===== src/hw/rtl/skbs_pkg.sv =====
`default_nettype none

package skbs_pkg;

    // fixed field widths
    localparam int INDEX_W = 8;
    localparam int KEY_IN_W = 32;
    localparam int POS_W = 8;
    localparam int COUNT_W = 8;

    // operation codes carried on s_tuser
    localparam logic OP_WRITE = 1'b0;
    localparam logic OP_SEARCH = 1'b1;

    // controller to datapath
    typedef struct packed {
        logic write;     // store key at wrapped slot
        logic load;      // capture search key and initial bounds
        logic probe;     // issue first table read
        logic step;      // compare read data, narrow bounds, issue next read
        logic out_load;  // move result into output register
    } skbs_cmd_t;

    // datapath to controller
    typedef struct packed {
        logic empty;     // no entries to search
        logic more;      // another probe is needed
    } skbs_sts_t;

endpackage

`default_nettype wire


===== src/hw/rtl/skbs_ctrl.sv =====
`default_nettype none

module skbs_ctrl
    import skbs_pkg::*;
(
    input  wire logic      aclk,
    input  wire logic      aresetn,
    input  wire logic      s_tvalid,
    output logic           s_tready,
    input  wire logic      s_op,
    output logic           m_tvalid,
    input  wire logic      m_tready,
    output skbs_cmd_t      cmd,
    input  wire skbs_sts_t sts
);

    typedef enum logic [1:0] {
        ST_IDLE,
        ST_START,
        ST_CMP,
        ST_FINISH
    } state_t;

    state_t state_reg;
    state_t state_next;
    logic   m_tvalid_reg;
    logic   m_tvalid_next;
    logic   accept;
    logic   out_free;

    assign s_tready = (state_reg == ST_IDLE);
    assign accept = s_tvalid && s_tready;
    assign out_free = !m_tvalid_reg || m_tready;

    always_comb begin
        state_next = state_reg;
        m_tvalid_next = m_tvalid_reg && !m_tready;
        cmd = '0;
        unique case (state_reg)
            ST_IDLE: begin
                if (accept) begin
                    if (s_op == OP_SEARCH) begin
                        cmd.load = 1'b1;
                        state_next = ST_START;
                    end else begin
                        cmd.write = 1'b1;
                    end
                end
            end
            ST_START: begin
                cmd.probe = 1'b1;
                state_next = sts.empty ? ST_FINISH : ST_CMP;
            end
            ST_CMP: begin
                cmd.step = 1'b1;
                state_next = sts.more ? ST_CMP : ST_FINISH;
            end
            ST_FINISH: begin
                if (out_free) begin
                    cmd.out_load = 1'b1;
                    m_tvalid_next = 1'b1;
                    state_next = ST_IDLE;
                end
            end
            default: begin
                state_next = ST_IDLE;
            end
        endcase
    end

    always_ff @(posedge aclk) begin
        if (!aresetn) begin
            state_reg <= ST_IDLE;
            m_tvalid_reg <= 1'b0;
        end else begin
            state_reg <= state_next;
            m_tvalid_reg <= m_tvalid_next;
        end
    end

    assign m_tvalid = m_tvalid_reg;

endmodule

`default_nettype wire


===== config.mk =====
export PLATFORM = sky130hd
export DESIGN_NAME = skbs_ctrl
export DESIGN_NICKNAME = d
export VERILOG_FILES = /design/src/hw/rtl/skbs_pkg.sv /design/src/hw/rtl/skbs_ctrl.sv
export SDC_FILE = /design/constraint.sdc
export NUM_CORES = 1
export LEC_CHECK = 0
export BUFFER_PORTS_ARGS = -buffer_cell sky130_fd_sc_hd__buf_2
export CORE_AREA = 2 2 39 41
export DETAILED_ROUTE_END_ITERATION = 12
export DIE_AREA = 0 0 41 43
export PLACE_DENSITY = 0.49
export SLEW_MARGIN = 40
export SYNTH_ARGS = -nofsm -noshare
export SYNTH_HDL_FRONTEND = slang
export SYNTH_SLANG_ARGS = --single-unit

===== constraint.sdc =====
create_clock -name aclk -period 1.62 [get_ports aclk]
set_input_delay 0.081 -clock aclk [delete_from_list [all_inputs] [get_ports aclk]]
set_output_delay 0.081 -clock aclk [all_outputs]
set_load 0.02 [all_outputs]

==> results.txt <==
The worst path needs 1.41 ns of the cycle, external delays included. The worst setup path is captured at an output pin. The register with the most flip-flops in the layout has 2 of them. The run finished with clean final reports. The number of antenna violations at the first check in global routing was 0; the die extent in y was 43 um. The run gives 0 as the total global routing overflow. The number of nets in the synthesized netlist is 40.

The class of the tightest hold or removal check is input pin to register. The tools report the number of warnings reported in the yosys synthesis log as 0. The design draws 0.715 mW. During I/O placement, the number of pins put on the boundary was 14. After detailed routing, the number of remaining DRC violations is 0.

After floorplanning, the core was sized to cover 0.00138 sq mm. The count of vias placed by the detailed router came out at 243. The average instance in the mapped netlist occupies 9.21 sq um. Summed over all cells, the static leakage comes to 0.200 nW.

Synthesis produced 28 cells. Setup repair after global routing left no endpoint under its margin. The largest fanout on the critical path was 5.

Counting along the longest clock path gives a buffer depth of 2. The number of buffers added on ports was 13; the layout net count was 58. The number of setup buffers added after CTS is 0. Setup violations remaining at the end of the flow were counted as 0. After the first detailed-routing iteration, the DRC count stood at 0. The tools report the hold slack as 0.122 ns. Power density over the cells: 1940 mW/mm^2. The detailed-routing iteration count for the pre-antenna-repair pass is 1, and the number of buffers inserted during clock tree synthesis is 3. The starting utilization of the core area was 18.6%. Width of the chip: 41 um. Post-route non-filler standard cell count: 61.

0 antenna diodes ended up in the layout. The first global-routing pass estimated 814 um of wire. The timing startpoint of the critical path is state_reg[0]$_SDFFE_PN0P_.

The total count of hold-check failures in the final report was 0; the max capacitance violation total was 0. The worst register-to-register path begins at state_reg[0]$_SDFFE_PN0P_. TritonCTS built the clock tree.

The count of final max-slew check failures is 0, and the total global routing track utilization is 7.32%. The tools report the peak clock frequency supported by timing as 710 MHz. Sequential cells were found to cover 23.3% of the synthesized design area. The depth of the CTS H-tree is 1. Total of flip-flops plus latches after synthesis: 3. STA puts the critical path data required time at 1.54 ns. The logs give 77.6% for the worst-case headroom to the max-slew limit and 0.00212 ns for the maximum clock skew at final layout. The placed instances occupy a cell area of 343 sq um.

The number of placed instances, taps included, is 57. Dividing the final minimum period by the clock period gives 86.9%. The worst-margin pin slew is 0.336 ns. The cell at the root of the clock tree is clkbuf_4. Entering global routing, the biggest net connects 6 pins. Once the clock tree was built, the resizer swapped 0 gates to a different size. For the number of buffers inserted by hold repair at cts, the log shows 0. The depth of the worst register-to-register path was 5. The critical setup path kind is register to output pin.

The vias per cell is 3.98. STA classifies the critical path startpoint as a register. The number of unique standard cell types used by synthesis was 14; the insertion delay to the later sink of the worst-skew pair was 0.24 ns. The tools report the post-synthesis cell area as 258 sq um. Across the VDD grid, the largest voltage drop is 458 uV. Wires add up to 520 um. The count of clock tree sinks came out at 3. The die covers 0.00176 sq mm. The cell depth of the worst hold path is 3, and the fraction of final layout cells with drive strength greater than 1 is 46.7%. The logs give 1.33 ns for the data arrival time at the worst-slack endpoint and 0 ns for the setup TNS. The detail route stage leaves a number of antenna-violating nets equal to 0. Via count of the first global-routing pass: 225. Clock-pin slew was measured on the worst setup and hold paths at 0.04 ns.

The floorplan has 14 rows. The final design instance area without fill was 369 sq um; the weighted congestion reported at the end of routability-driven placement was 0.642. The tools report the origin of the worst min-delay path as aresetn. In the final routed layout, each cell accounts on average for 8.52 um.

Relative to the synthesized area, the layout overhead comes to 43.2%.
[kinds of logic (layout without fill, tap and decap cells)]
group	count (synthesis)	in the layout	synth area share, %
buffers and inverters	4	21	5.82
AOI/OAI and AO/OA	4	4	17.0
and+or+nand+nor	11	11	25.7
muxes	1	1	3.88
adders and majority gates	5	5	24.3
DFF	3	3	23.3
[cell usage in the layout (no fill, tap or decap), drive strengths merged]
master and n:
buf 13, ha 5, nand2 4, inv 4
clkbuf 4, nor2 3, dfxtp 3, nor2b 3
and3 1, a22oi 1, mux2i 1, a221oi 1
a32o 1, a211oi 1
[final timing paths]
kind	slack, ns	to
worst min register to register	0.50	state_reg[1]$_SDFFE_PN0P_
worst max-delay path	0.21	cmd[3]
worst min-delay path	0.12	state_reg[0]$_SDFFE_PN0P_
worst max register to register	0.21	state_reg[0]$_SDFFE_PN0P_
[stage by stage]
stage          worst slack (ns)  utilization (%)
3_3_place_gp              0.239             24.8
6_report                  0.212             26.7
5_1_grt                   0.133             26.7
3_5_place_dp              0.219             24.8
2_1_floorplan             0.212                -
4_1_cts                   0.192             26.7
[power breakdown]
part / internal [mW] / switching, mW / total [mW] / leakage (nW)
Clock: 0.0925 / 0.0413 / 0.134 / 0.0150
Combinational: 0.193 / 0.247 / 0.440 / 0.161
Sequential: 0.104 / 0.0376 / 0.141 / 0.0246
Total: 0.389 / 0.326 / 0.715 / 0.200
[metal layers]
layer / vias to the layer above / track usage, % / share of wire (%) / wire (um)
met5: - / 0 / 0 / 0
met4: 0 / 4.00 / 0 / 0
met3: 0 / 6.28 / 15 / 77
met2: 12 / 11.3 / 43 / 221
met1: 103 / 6.09 / 42 / 220
li1: 128 / - / - / -
[cell usage after synthesis]
master	number	area, sq um
dfxtp_1	3	60.1
inv_1	3	11.3
ha_1	5	62.6
nor2b_4	2	27.5
nor2_1	3	11.3
nand2_1	4	15.0
and3_1	1	6.26
mux2i_1	1	10.0
nor2b_1	1	6.26
a22oi_2	1	12.5
a221oi_1	1	8.76
inv_2	1	3.75
a211oi_2	1	12.5
a32o_1	1	10.0
[final cells by class]
class	instances	area (sq um)
Timing Repair Buffer	13	65.1
Inverter	4	15.0
Sequential cell	3	60.1
Multi-Input combinational cell	21	183
Fill cell	167	1010
Clock buffer	4	26.3
Tap cell	16	20.0
[worst max-delay path, stage by stage, from the launching register on]
cell and delay (ns):
dfxtp_1 0.43, inv_2 0.09, ha_1 0.26, and3_1 0.16, buf_2 0.15
(Power assumes the default switching activity.)
